## config.mk

```make
export PLATFORM = sky130hd
export DESIGN_NAME = sba_merge
export DESIGN_NICKNAME = d
export VERILOG_FILES = /design/src/rtl/sba_pkg.sv /design/src/rtl/sba_merge.sv
export SDC_FILE = /design/constraint.sdc
export NUM_CORES = 1
export LEC_CHECK = 0
export BUFFER_PORTS_ARGS = -buffer_cell sky130_fd_sc_hd__buf_4
export CORE_MARGIN = 4
export CORE_UTILIZATION = 48
export CTS_BUF_LIST = sky130_fd_sc_hd__clkbuf_4
export CTS_CLUSTER_DIAMETER = 60
export DETAILED_ROUTE_END_ITERATION = 8
export GPL_TIMING_DRIVEN = 0
export PLACE_DENSITY_LB_ADDON = 0.12
export SLEW_MARGIN = 20
export SYNTH_ARGS = -nofsm -noshare
export SYNTH_HDL_FRONTEND = slang
export SYNTH_SLANG_ARGS = --single-unit
```

## constraint.sdc

```tcl
create_clock -name aclk -period 3.15 [get_ports aclk]
set_clock_uncertainty 0.15 [all_clocks]
set_input_delay 0.315 -clock aclk [delete_from_list [all_inputs] [get_ports aclk]]
set_output_delay 0.315 -clock aclk [all_outputs]
set_load 0.02 [all_outputs]
```

## src/rtl/sba_pkg.sv

```systemverilog
// Package for the scene bounds accumulator: payload structs, mode codes,
// default widths and the pipeline control struct.
// No dependencies.
`default_nettype none

package sba_pkg;

    // Width of every coordinate field on the ports.
    localparam int FIELD_W = 32;

    // Defaults for the top-level parameters.
    localparam int COORD_WIDTH_DEF = 32;
    localparam int FRAC_BITS_DEF   = 16;

    // Item modes.
    localparam logic [2:0] MODE_CLEAR = 3'd0;
    localparam logic [2:0] MODE_POINT = 3'd1;
    localparam logic [2:0] MODE_SPHERE = 3'd2;
    localparam logic [2:0] MODE_AXIAL = 3'd3;
    localparam logic [2:0] MODE_ROW_LOAD = 3'd4;
    localparam logic [2:0] MODE_INST_BOX = 3'd5;

    // Number of matrix rows; a row index at or above this is ignored.
    localparam logic [1:0] MATRIX_ROWS = 2'd3;

    typedef struct packed {
        logic [2:0]                 mode;
        logic [1:0]                 matrix_row;
        logic signed [FIELD_W-1:0]  pos_x;
        logic signed [FIELD_W-1:0]  pos_y;
        logic signed [FIELD_W-1:0]  pos_z;
        logic signed [FIELD_W-1:0]  aux_x;
        logic signed [FIELD_W-1:0]  aux_y;
        logic signed [FIELD_W-1:0]  aux_z;
        logic signed [FIELD_W-1:0]  radius;
        logic signed [FIELD_W-1:0]  height;
    } sba_in_t;

    typedef struct packed {
        logic signed [FIELD_W-1:0]  min_x;
        logic signed [FIELD_W-1:0]  min_y;
        logic signed [FIELD_W-1:0]  min_z;
        logic signed [FIELD_W-1:0]  max_x;
        logic signed [FIELD_W-1:0]  max_y;
        logic signed [FIELD_W-1:0]  max_z;
        logic                       is_empty;
    } sba_out_t;

    // Load strobes for the three pipeline register groups.
    typedef struct packed {
        logic load_a;
        logic load_b;
        logic load_out;
    } sba_ctl_t;

endpackage

`default_nettype wire

```

## src/rtl/sba_merge.sv

```systemverilog
// Merge stage of the scene bounds accumulator: folds the three lane corners
// into the scene box and empty flag. Depends on sba_pkg.
`default_nettype none

module sba_merge #(
    parameter int COORD_WIDTH = sba_pkg::COORD_WIDTH_DEF
) (
    input  wire logic                          aclk,
    input  wire logic                          aresetn,
    input  wire sba_pkg::sba_ctl_t             ctl,
    input  wire logic [2:0]                    mode,
    input  wire logic [2:0][COORD_WIDTH-1:0]   lo_v,
    input  wire logic [2:0][COORD_WIDTH-1:0]   hi_v,
    output logic [2:0][COORD_WIDTH-1:0]        box_min,
    output logic [2:0][COORD_WIDTH-1:0]        box_max,
    output logic                               empty
);
    import sba_pkg::*;

    localparam int CW = COORD_WIDTH;
    localparam logic signed [CW-1:0] CMAX = {1'b0, {(CW-1){1'b1}}};
    localparam logic signed [CW-1:0] CMIN = {1'b1, {(CW-1){1'b0}}};

    logic signed [CW-1:0] min_reg [3];
    logic signed [CW-1:0] max_reg [3];
    logic                 empty_reg;

    // The box registers double as the output payload; they change only on
    // reset or when a result is loaded.
    always_ff @(posedge aclk) begin
        if (!aresetn) begin
            for (int i = 0; i < 3; i++) begin
                min_reg[i] <= CMAX;
                max_reg[i] <= CMIN;
            end
            empty_reg <= 1'b1;
        end else if (ctl.load_out) begin
            unique case (mode)
                MODE_CLEAR: begin
                    for (int i = 0; i < 3; i++) begin
                        min_reg[i] <= CMAX;
                        max_reg[i] <= CMIN;
                    end
                    empty_reg <= 1'b1;
                end
                MODE_POINT, MODE_SPHERE, MODE_AXIAL, MODE_INST_BOX: begin
                    for (int i = 0; i < 3; i++) begin
                        if ($signed(lo_v[i]) < min_reg[i]) begin
                            min_reg[i] <= $signed(lo_v[i]);
                        end
                        if ($signed(hi_v[i]) > max_reg[i]) begin
                            max_reg[i] <= $signed(hi_v[i]);
                        end
                    end
                    empty_reg <= 1'b0;
                end
                default: begin
                end
            endcase
        end
    end

    always_comb begin
        for (int i = 0; i < 3; i++) begin
            box_min[i] = min_reg[i];
            box_max[i] = max_reg[i];
        end
    end

    assign empty = empty_reg;

endmodule

`default_nettype wire

```

# Word-level counts from Yosys, hierarchy flattened

Memories as Yosys holds them, arrays and structs flattened.
Cells that the tools add are included.

Register bits after elaboration: 1
Bits in writable memories: 192
Bits of input ports: 200
Word-level logic and storage cells: 77
Memories kept: 2

Order comparisons: 6
Equality and inequality tests: 4
Mux-type cells: 48
Bitwise gates (word level): 12
Reductions and logical operators: 4

Memory list:

| memory  | depth | width | read ports | clocked after memory_dff | write ports | RTL line        | RTL |
|---|---|---|---|---|---|---|---|
| max_reg | 3     | 32    | 3          | 0                        | 3           | sba_merge.sv:25 | `logic signed [CW-1:0] max_reg [3];` |
| min_reg | 3     | 32    | 3          | 0                        | 3           | sba_merge.sv:24 | `logic signed [CW-1:0] min_reg [3];` |

Operators with widths:

| kind                 | number |
|---|---|
| $mux W32             | 12 |
| $gt A32 B32 Y1       | 3 |
| $lt A32 B32 Y1       | 3 |
| $mux W1              | 35 |
| $or A1 B1 Y1         | 12 |
| $eq A3 B2 Y1 const B | 2 |
| $reduce_or A4 Y1     | 1 |
| $eq A3 B1 Y1 const B | 1 |
| $eq A3 B3 Y1 const B | 1 |
| $logic_not A3 Y1     | 1 |
| $pmux W1 S2          | 1 |
| $reduce_and A2 Y1    | 1 |
| $reduce_bool A2 Y1   | 1 |

# Longest topological paths before layout

Gate-level depths: netlist of the first run.

Word-level depth: 7
Depth in mapped cells: 13
Gate-level depth less buffers: 10

# Worst setup path before layout of the first run

Ideal clock, no wire load.

Path kind: register -> register
Start point: mem max_reg[0][28] (netlist bit)
End point: mem max_reg[0][0] (netlist bit) (enable)
Setup time: 0.394 ns
Arrival time: 2.948 ns
Data required time: 2.606 ns
Setup slack: -0.342 ns
Stages on the path, launching flop included: 10
Path buffers: 0
Clock period less this slack: 3.492 ns
Cell sequence: edfxtp_1 -> inv_1 -> ha_1 -> and3_1 -> nand4_1 -> or4_1 -> o22ai_1 -> nor4_1 -> and3b_1 -> nand2b_1

RTL lines:

| element            | RTL line |
|---|---|
| start: declaration | sba_merge.sv:25 |

==> flow_summary.ini, run 1 <==
[critical_path]
crit_arrival_ns = 3.39
reg2regPathDepth = 11
path_buf_inv = 3
critPathMaxStageDelay_ns = 0.40
cp.required_ns = 3.35
startpoint_type = flip-flop
crit_chain = inv_1, ha_1, nand4_1, or3_1, o221ai_1, a221o_1, mux2_4, a211oi_4, buf_6, buf_8, nor2b_1
path_class = flip-flop to flip-flop
crit_slowest_cell = edfxtp_1
r2r-end = max_reg[0][94]$_SDFFCE_PN0P_
crit_fanout = 10
ff2ff_setup_slack_ns = -0.04
setup.worst_path.start = max_reg[0][90]$_SDFFCE_PN0P_
rr_startpoint = max_reg[0][90]$_SDFFCE_PN0P_
crit_path_end_kind = flip-flop
path_delay_family = compound AO/OA/AOI/OAI gates

[sta]
worst_pin_slew_ns = 0.7949
setup_viol = 66
fmaxAchievable_mhz = 313.1
min_period_ns = 3.194
hold_viol = 0
rsz0062_at_grt = true
period_share_pct = 101.4
final.setup.worst_slack_ns = -0.04367
slew_viol_final = 0
maxSlewHeadroom_pct = 47.01
hold_ws_ns = 0.3863
tns_ns = -1.512

[yosys]
synth_compound_area_share_pct = 14.06
synth-edff-count = 192
synth_cell_types = 52
yosysSeqAreaShare_pct = 47.54
synth_area_sq_um = 12170
synthCells = 1112
synth_top_family_by_area = adder cells
synthArstFlopShare_pct = 0
synth_nets = 1501
synth_fa_ha_area_share_pct = 19.43
synth_ff_type = edfxtp_1
synthMuxAreaShare_pct = 0.3393
ys_seq_elements = 193
ys_warn_count = 0
avgSynthCellArea_sq_um = 10.94
synth_xor_xnor_area_share_pct = 0
yosys.area_share.simple_pct = 11.40

[cts]
clock-sinks = 193
cts_tree = yes
insertion_delay_ns = 0.60
clk_pin_slew_ns = 0.19
root_buffer = clkbuf_4
htreeDepth = 4
clock_tree.buffer_depth = 2
cts_buffers = 17

[pwr]
pwr-share-comb_pct = 34.5
power_frac_seq_pct = 45.2
switchingPower_w = 0.002395
p_per_area_nw_per_um2 = 391.8
p_int_w = 0.004836
switching_share_pct = 33.12
p_leak_nw = 9.127
clkPwrFrac_pct = 20.3
irDropWorstVdd_mv = 0.2460

[flow_run]
maxCapViolCount = 0

[floorplanning]
core_area_sq_um = 25040
chipWidth_um = 167.2
die_h_um = 167.2
ioPinCount = 393
dieArea_sq_um = 27960
rows = 58
initial_core_util_pct = 48.61

[final_layout]
layout-drive-gt1-share_pct = 30.29
final_cells = 2085
nNetsFinal = 2130
fillCellCount = 1703
area_growth_pct = 51.64
layout_commonest_cell = buf_4
final_cell_mix = buf_4 (420), dlygate4sd3_1 (194), inv_1 (192), edfxtp_1 (192), ha_1 (183)

[outcome]
violations = negative setup slack
status = complete, but fails checks

[place]
gp_congestion = 0.8541
dp_slack_ns = -0.5890
hpwl_mm = 26.96
dp_cells = 1833
io_buffers = 390

[hold_path]
hold_path.class = input pin to flip-flop
hold_start = hi_v[31]
min_to = max_reg[0][31]$_SDFFCE_PN1P_
worstHoldPathCells = 3

[route]
wl_mm = 37.28
drt_pass1_iterations = 5
drtIter0Drc = 566
ant_nets = 0
wl_per_cell_um = 17.88
vias_per_cell = 5.163
vias = 10764
drc = 0

[grt]
grt_pass1_vias = 11040
grt_overflow_total = 0
track_usage_pct = 25.44
antenna_found_initial = 2
grt_max_degree = 33
grt_pass1_wl_mm = 57.42
layout make-up:
type / instances / area (sq um) / share of cell area, %
Multi-Input combinational cell: 692 / 5812 / 31.49
Sequential cell: 193 / 5786 / 31.35
Timing Repair Buffer: 611 / 5149 / 27.90
Inverter: 195 / 732.0 / 3.966
Tap cell: 330 / 412.9 / 2.237
Buffer: 31 / 266.5 / 1.444
Clock inverter: 12 / 148.9 / 0.8068
Clock buffer: 19 / 142.6 / 0.7729
Antenna cell: 2 / 5.005 / 0.02712
worst max path at each step:
stage,slack [ns],cells past startpoint,endpoint
after global routing,-0.15,12,max_reg[0][9]$_SDFFCE_PN0P_
after global placement,-0.65,8,min_reg[0][70]$_SDFFCE_PP1P_
after floorplan,-0.03,9,max_reg[0][0]$_SDFFCE_PN0P_
final,-0.04,11,max_reg[0][94]$_SDFFCE_PN0P_
after detailed placement,-0.59,12,min_reg[0][61]$_SDFFCE_PP1P_
after CTS,0.002,13,max_reg[0][95]$_SDFFCE_PN1P_
logic make-up (layout without fill, tap and decap cells):
family,count (synthesis),in the layout
multiplexers,4,4
flip-flops,193,193
AO/OA/AOI/OAI,252,252
buffers and inverters,227,868
other,0,2
AND/OR/NAND/NOR,247,247
adder cells (fa/ha/maj),189,189
repair_timing:
item,in CTS,in global routing
cloned,0,3
endpoints found under the setup margin,320,354
buffers inserted,8,15
hold buffers,194,0
hold endpoints to repair,193,0
pin swaps,7,10
resized for setup,39,84
metrics by stage:
step                power, W  area [sq um]  util, %
finish              0.007231         18450    73.71
global route        0.007617         18450    73.71
CTS                 0.007085         17980    71.83
detailed placement  0.005384         15570    62.18
global placement    0.005331         15530    62.04
floorplan           0.004475         12190        -
worst reg2reg max path: cells and delay by family, from the launching register on:
kind / cells / cell delay (ns)
AOI/OAI and AO/OA: 3 / 0.76
and+or+nand+nor: 3 / 0.56
buffers and inverters: 3 / 0.44
DFF: 1 / 0.40
muxes: 1 / 0.32
adders and majority gates: 1 / 0.31
layer usage:
metal	GRT usage [%]	routed length [um]	vias up	part of all wire, %
li1	-	-	5217	-
met2	45.33	18620	395	50
met3	5.807	2410	93	6.5
met5	0	0	-	0
met1	30.19	14770	5059	40
met4	9.139	1476	0	4.0
synthesized netlist by cell type, types with 6 or more instances:
master | number | area share [%]
inv_1 | 195 | 6.0
edfxtp_1 | 192 | 47
ha_1 | 189 | 19
nor2b_1 | 96 | 4.9
o21bai_1 | 95 | 5.9
a21oi_1 | 64 | 2.6
nand2_1 | 46 | 1.4
nand4_1 | 32 | 1.6
a21o_1 | 28 | 1.7
o21ai_0 | 24 | 0.99
nor2_1 | 16 | 0.49
nand2b_1 | 12 | 0.62
nand3_1 | 12 | 0.49
buf_1 | 10 | 0.31
clkbuf_1 | 10 | 0.31
buf_2 | 7 | 0.29
a221oi_1 | 6 | 0.43
nor4_1 | 6 | 0.31
power groups by stage:
stage,Combinational [W],Clock [W],Sequential (W)
finish,0.00250,0.00147,0.00327
global route,0.00273,0.00159,0.00330
CTS,0.00233,0.00149,0.00327
detailed placement,0.00206,0,0.00333
global placement,0.00201,0,0.00332
floorplan,0.000881,0,0.00359
Power figures use the tool's default switching activity.
==> run 2, diff against run 1 <==
--- a/config.mk
+++ b/config.mk
@@ -5,14 +5,16 @@
 export SDC_FILE = /design/constraint.sdc
 export NUM_CORES = 1
 export LEC_CHECK = 0
-export BUFFER_PORTS_ARGS = -buffer_cell sky130_fd_sc_hd__buf_4
+export ABC_AREA = 1
 export CORE_MARGIN = 4
-export CORE_UTILIZATION = 48
+export CORE_UTILIZATION = 60
 export CTS_BUF_LIST = sky130_fd_sc_hd__clkbuf_4
 export CTS_CLUSTER_DIAMETER = 60
 export DETAILED_ROUTE_END_ITERATION = 8
+export DONT_BUFFER_PORTS = 1
 export GPL_TIMING_DRIVEN = 0
 export PLACE_DENSITY_LB_ADDON = 0.12
+export RECOVER_POWER = 25
 export SLEW_MARGIN = 20
 export SYNTH_ARGS = -nofsm -noshare
 export SYNTH_HDL_FRONTEND = slang
==> run 2 against run 1 <==
  * The flow now finishes without violations
  * Critical path type unchanged
  * Global-route usage rose by 4.4 points
  * Power fell by 8.1%
  * Sequential cell count did not move
  * Clock power barely moved
  * Largest cell class is now registers
  * Non-clock buffer count fell by 427
  * Register-to-register slack improved by 0.24 ns
  * Critical path depth rose by 5
  * Critical endpoint is now min_reg[0][64]$_SDFFCE_PP1P_
==> flow_summary.ini, run 2 <==
[cts]
clk_pin_slew_ns = 0.17
root_buffer = clkbuf_4
clock_tree.buffer_depth = 2
clock-sinks = 193
insertion_delay_ns = 0.60
cts_buffers = 17
htreeDepth = 4
cts_tree = yes
post-cts-setup-buffers = 0

[sta]
setup_viol = 0
final.setup.worst_slack_ns = 0.2012
hold_ws_ns = 0.1062
maxSlewHeadroom_pct = 48.20
slew_viol_final = 0
period_share_pct = 93.61
fmaxAchievable_mhz = 339.1
worst_pin_slew_ns = 0.7742
min_period_ns = 2.949
hold_viol = 0

[route]
drtIter0Drc = 550
drc = 0
drt_pass1_iterations = 6
ant_nets = 0
wl_mm = 35.71
vias = 10212
wl_per_cell_um = 18.51
vias_per_cell = 5.294

[critical_path]
crit_path_end_kind = flip-flop
cp.required_ns = 3.34
crit_arrival_ns = 3.14
path_class = flip-flop to flip-flop
startpoint_type = flip-flop
crit_fanout = 10

[pwr]
p_per_area_nw_per_um2 = 435.6
p_leak_nw = 8.144
switchingPower_w = 0.002257
irDropWorstVdd_mv = 0.3023
power_frac_seq_pct = 54.9
pwr-share-comb_pct = 22.6
switching_share_pct = 33.98
clkPwrFrac_pct = 22.5
p_int_w = 0.004386

[place]
dp_slack_ns = 0.1984
hpwl_mm = 24.60
gp_congestion = 0.8978
io_buffers = 0

[hold_path]
hold_path.class = input pin to flip-flop

[grt]
antenna_found_initial = 1
grt_max_degree = 33
track_usage_pct = 29.86
grt_pass1_wl_mm = 55.51
grt_pass1_vias = 10626
grt_overflow_total = 0

[yosys]
ys_seq_elements = 193
yosys.area_share.simple_pct = 16.05
synth-edff-count = 192
yosys.area.top_type_share_pct = 45.73
yosysSeqAreaShare_pct = 45.89
synth_xor_xnor_area_share_pct = 0
yosysMostFrequentCell = inv_1
ys_warn_count = 0
synth_area_leaders = edfxtp_1 (46%), ha_1 (19%), inv_1 (12%)
synth_compound_area_share_pct = 5.309
synth_area_sq_um = 12610
synth_ff_type = edfxtp_1
avgSynthCellArea_sq_um = 8.811
synthArstFlopShare_pct = 0
synth_common_cells = inv_1 (392), nand2_1 (330), edfxtp_1 (192), ha_1 (189), a21oi_1 (92)
synth_fa_ha_area_share_pct = 18.76
synthMuxAreaShare_pct = 0
synth_cell_types = 31
synth_top_family_by_area = adder cells
synthCells = 1431
synth_nets = 1820
synth_area_leader_cell = edfxtp_1

[final_layout]
nNetsFinal = 2034
layout-drive-gt1-share_pct = 7.841
fillCellCount = 1459
final_cell_mix = inv_1 (392), nand2_1 (324), dlygate4sd3_1 (194)
layout_commonest_cell = inv_1
area_growth_pct = 20.94

[floorplanning]
die_h_um = 153.0
ioPinCount = 393
chipWidth_um = 153.0
dieArea_sq_um = 23400
rows = 52
core_area_sq_um = 20430
initial_core_util_pct = 61.72

[flow_run]
maxCapViolCount = 0

[outcome]
status = complete, no violations
==> run 2: routing by layer <==
metal  up-vias  part of all wire, %  track usage [%]
met2       522                   49            51.91
met3       141                   10            10.18
met5         -                    0                0
met1      4651                   35            32.74
li1       4898                    -                -
met4         0                  5.5            14.55
==> run 2: layout make-up <==
| cell class | instances | area, sq um | share of cell area (%) |
|---|---|---|---|
| clock inverters | 11 | 152.6 | 1.001 |
| flip-flops and latches | 193 | 5786 | 37.94 |
| repair buffers | 195 | 1949 | 12.78 |
| inverters | 424 | 1592 | 10.44 |
| well taps | 270 | 337.8 | 2.215 |
| plain buffers | 20 | 173.9 | 1.141 |
| diodes | 1 | 2.502 | 0.01641 |
| multi-input cells | 794 | 5097 | 33.43 |
| clock buffers | 21 | 157.7 | 1.034 |
==> run 2: cell families after synthesis <==
| family | count (synthesis) |
|---|---|
| and+or+nand+nor | 477 |
| buffers and inverters | 444 |
| DFF | 193 |
| adders and majority gates | 189 |
| AOI/OAI and AO/OA | 128 |
==> run 2: power by group through the flow <==
| stage | clock, W | sequential (W) | combinational (W) |
|---|---|---|---|
| finish | 0.00149 | 0.00365 | 0.00150 |
| global placement | 0 | 0.00371 | 0.00118 |
| floorplan | 0 | 0.00361 | 0.000972 |
| global route | 0.00162 | 0.00367 | 0.00171 |
| detailed placement | 0 | 0.00371 | 0.00124 |
| CTS | 0.00150 | 0.00365 | 0.00147 |
==> run 2: stage by stage <==
stage | std cells | area [sq um] | total power [W] | utilization (%) | setup TNS, ns
after floorplan | 1431 | 12610 | 0.004577 | - | 0
after global placement | 1701 | 12950 | 0.004887 | 63.37 | -26.18
after detailed placement | 1701 | 12960 | 0.004951 | 63.44 | 0
after CTS | 1927 | 15210 | 0.006616 | 74.47 | 0
after global routing | 1929 | 15250 | 0.007000 | 74.64 | -0.02338
final | 1929 | 15250 | 0.006643 | 74.64 | 0
==> run 2: repair_timing <==
item / 4_1_cts / 5_1_grt
setup endpoints to repair: 0 / 103
hold endpoints to repair: 193 / 0
resized for setup: 0 / 7
hold buffers: 194 / 0
==> run 2: worst paths after layout <==
check                                                   from                           end  slack (ns)  depth (start not counted)
worst min-delay path                                  ctl[0]            empty$_SDFFE_PN1P_        0.11                          3
worst max-delay path            min_reg[0][69]$_SDFFCE_PP1P_  min_reg[0][64]$_SDFFCE_PP1P_        0.20                         16
worst max register to register  min_reg[0][69]$_SDFFCE_PP1P_  min_reg[0][64]$_SDFFCE_PP1P_        0.20                         16
worst min register to register            empty$_SDFFE_PN1P_            empty$_SDFFE_PN1P_        0.46                          2
==> run 2: worst max-delay path, stage by stage (launching register included) <==
cell      delay (ns)
edfxtp_1        0.51
inv_1           0.08
ha_1            0.30
a21oi_1         0.16
nor2_1          0.05
nor3_1          0.14
nand2_1         0.08
nand2_1         0.06
nand2_1         0.07
nand2_1         0.10
nand2_1         0.06
nand2_1         0.06
nand3_1         0.21
nand3_4         0.20
buf_4           0.20
buf_4           0.20
nand2_1         0.07
==> run 3, diff against run 2 <==
==> constraint.sdc (replaced) <==
create_clock -name aclk -period 2.6 [get_ports aclk]
set_clock_uncertainty 0.15 [all_clocks]
set_input_delay 0.26 -clock aclk [delete_from_list [all_inputs] [get_ports aclk]]
set_output_delay 0.26 -clock aclk [all_outputs]
set_load 0.02 [all_outputs]
==> run 3 against run 2 <==
  * Clock power increased by 22%
  * First-iteration DRC count increased by 37%
  * Critical endpoint is now max_reg[0][64]$_SDFFCE_PN0P_
  * Via count increased by 9.2%
  * The run now ends with max-capacitance violations, max-slew violations, negative setup slack left
  * Combinational power increased by 85%
  * Critical path type unchanged
==> flow_summary.ini, run 3 (same netlist as run 2, synthesis figures left out) <==
[outcome]
status = complete, but fails checks
violations = max-capacitance violations, max-slew violations, negative setup slack

[critical_path]
r2r-end = max_reg[0][64]$_SDFFCE_PN0P_
reg2regPathDepth = 15
setup.worst_path.start = max_reg[0][46]$_SDFFCE_PN0P_
rr_startpoint = max_reg[0][46]$_SDFFCE_PN0P_
crit_path_end_kind = flip-flop
ff2ff_setup_slack_ns = -0.27
startpoint_type = flip-flop
path_class = flip-flop to flip-flop
cp.required_ns = 2.82
crit_fanout = 6
crit_arrival_ns = 3.09
cp-endpoint = max_reg[0][64]$_SDFFCE_PN0P_

[floorplanning]
die_h_um = 153.0
chipWidth_um = 153.0
dieArea_sq_um = 23400
rows = 52
ioPinCount = 393
core_area_sq_um = 20430
initial_core_util_pct = 61.72

[cts]
cts_buffers = 17
root_buffer = clkbuf_4
insertion_delay_ns = 0.62
htreeDepth = 4
cts_tree = yes
clock-sinks = 193
clock_tree.buffer_depth = 2
clk_pin_slew_ns = 0.18

[grt]
grt_overflow_total = 0
grt_pass1_wl_mm = 57.44
antenna_found_initial = 2
track_usage_pct = 30.94
grt_max_degree = 33
grt_pass1_vias = 10821

[pwr]
p_per_area_nw_per_um2 = 521.2
switching_share_pct = 36.16
pwr-share-comb_pct = 30.7
clkPwrFrac_pct = 20.2
p_leak_nw = 8.940
switchingPower_w = 0.003265
p_int_w = 0.005764
power_frac_seq_pct = 49.2
irDropWorstVdd_mv = 0.4080

[route]
wl_mm = 43.46
vias = 11154
wl_met1_mm = 14.70
wl_per_cell_um = 22.04
drt_pass1_iterations = 5
drc = 0
drtIter0Drc = 755
wl_met2_mm = 21.75
routed.top_layer = met4
vias_per_cell = 5.656
ant_nets = 0
wl_met3_mm = 4.466

[place]
io_buffers = 0
gp_congestion = 0.8573
hpwl_mm = 24.08
dp_slack_ns = -0.3760

[sta]
rsz0062_at_grt = true
hold_viol = 0
min_period_ns = 2.865
maxSlewHeadroom_pct = -9.376
period_share_pct = 110.2
tns_ns = -60.26
final.setup.worst_slack_ns = -0.2652
fmaxAchievable_mhz = 349.0
setup_viol = 348
slew_viol_final = 15
worst_pin_slew_ns = 1.637

[final_layout]
area_growth_pct = 37.38
layout_commonest_cell = inv_1
final_cell_mix = inv_1 (318), nand2_1 (235), dlygate4sd3_1 (195)
fillCellCount = 1009
nNetsFinal = 2076
layout-drive-gt1-share_pct = 23.71

[hold_path]
hold_path.class = input pin to flip-flop

[flow_run]
maxCapViolCount = 1
-- run 3: how the worst min path moves through the flow --
stage | from | end | slack, ns | cells past startpoint
after global placement | hi_v[20] | max_reg[0][20]$_SDFFCE_PN0P_ | 0.28 | 2
after CTS | hi_v[11] | max_reg[0][11]$_SDFFCE_PN0P_ | -0.35 | 2
final | aresetn | min_reg[0][79]$_SDFFCE_PP1P_ | 0.17 | 3
after detailed placement | hi_v[5] | max_reg[0][5]$_SDFFCE_PN0P_ | 0.28 | 2
after global routing | aresetn | min_reg[0][82]$_SDFFCE_PP1P_ | 0.16 | 3
after floorplan | hi_v[0] | max_reg[0][0]$_SDFFCE_PN0P_ | 0.28 | 2
-- run 3: per-layer routing --
layer | track usage, % | up-vias
li1 | - | 5017
met4 | 15.19 | 0
met2 | 52.60 | 692
met1 | 35.33 | 5256
met3 | 9.895 | 189
met5 | 0 | -
-- run 3: area by class of cell --
class	count	area (sq um)	share of cell area, %
clock inverter	15	181.4	1.047
buffer	20	326.6	1.885
inverter	424	1592	9.188
timing repair buffer	230	2580	14.89
antenna	2	5.005	0.02889
sequential	193	5786	33.40
clock buffer	17	127.6	0.7368
tap	270	337.8	1.950
multi-input combinational	801	6386	36.87
-- run 3: through the flow --
stage	power [W]	std cells	area [sq um]	utilization [%]	hold slack [ns]
floorplan	0.005545	1431	12620	-	0.2772
global route	0.009409	1972	17320	84.79	0.1593
detailed placement	0.005984	1701	12960	63.46	0.2806
finish	0.009029	1972	17320	84.79	0.1735
CTS	0.008351	1945	16110	78.85	-0.3515
global placement	0.005918	1701	12960	63.44	0.2780
-- run 3: timing repair --
action | 4_1_cts | 5_1_grt
hold buffers | 194 | 1
cloned | 9 | 18
pin swaps | 31 | 40
gates resized for setup | 176 | 229
setup buffers | 9 | 7
endpoints found under the setup margin | 384 | 384
hold endpoints to repair | 193 | 1
-- run 3: worst max-delay path, stage by stage, from the launching register on --
cell,delay [ns]
edfxtp_1,0.53
inv_1,0.10
ha_1,0.32
nand4_1,0.17
nor2_2,0.20
nand2_1,0.08
nand2_1,0.09
nand2_2,0.08
nand2_2,0.09
nand2_2,0.09
nand3_4,0.12
nand3_4,0.17
buf_8,0.20
buf_6,0.14
nand2_2,0.07
inv_2,0.04
-- run 3: power groups by stage --
stage	Combinational (W)	Sequential, W	Clock, W
global route	0.00301	0.00446	0.00194
detailed placement	0.00149	0.00449	0
global placement	0.00143	0.00449	0
CTS	0.00212	0.00442	0.00181
finish	0.00277	0.00444	0.00182
floorplan	0.00118	0.00436	0
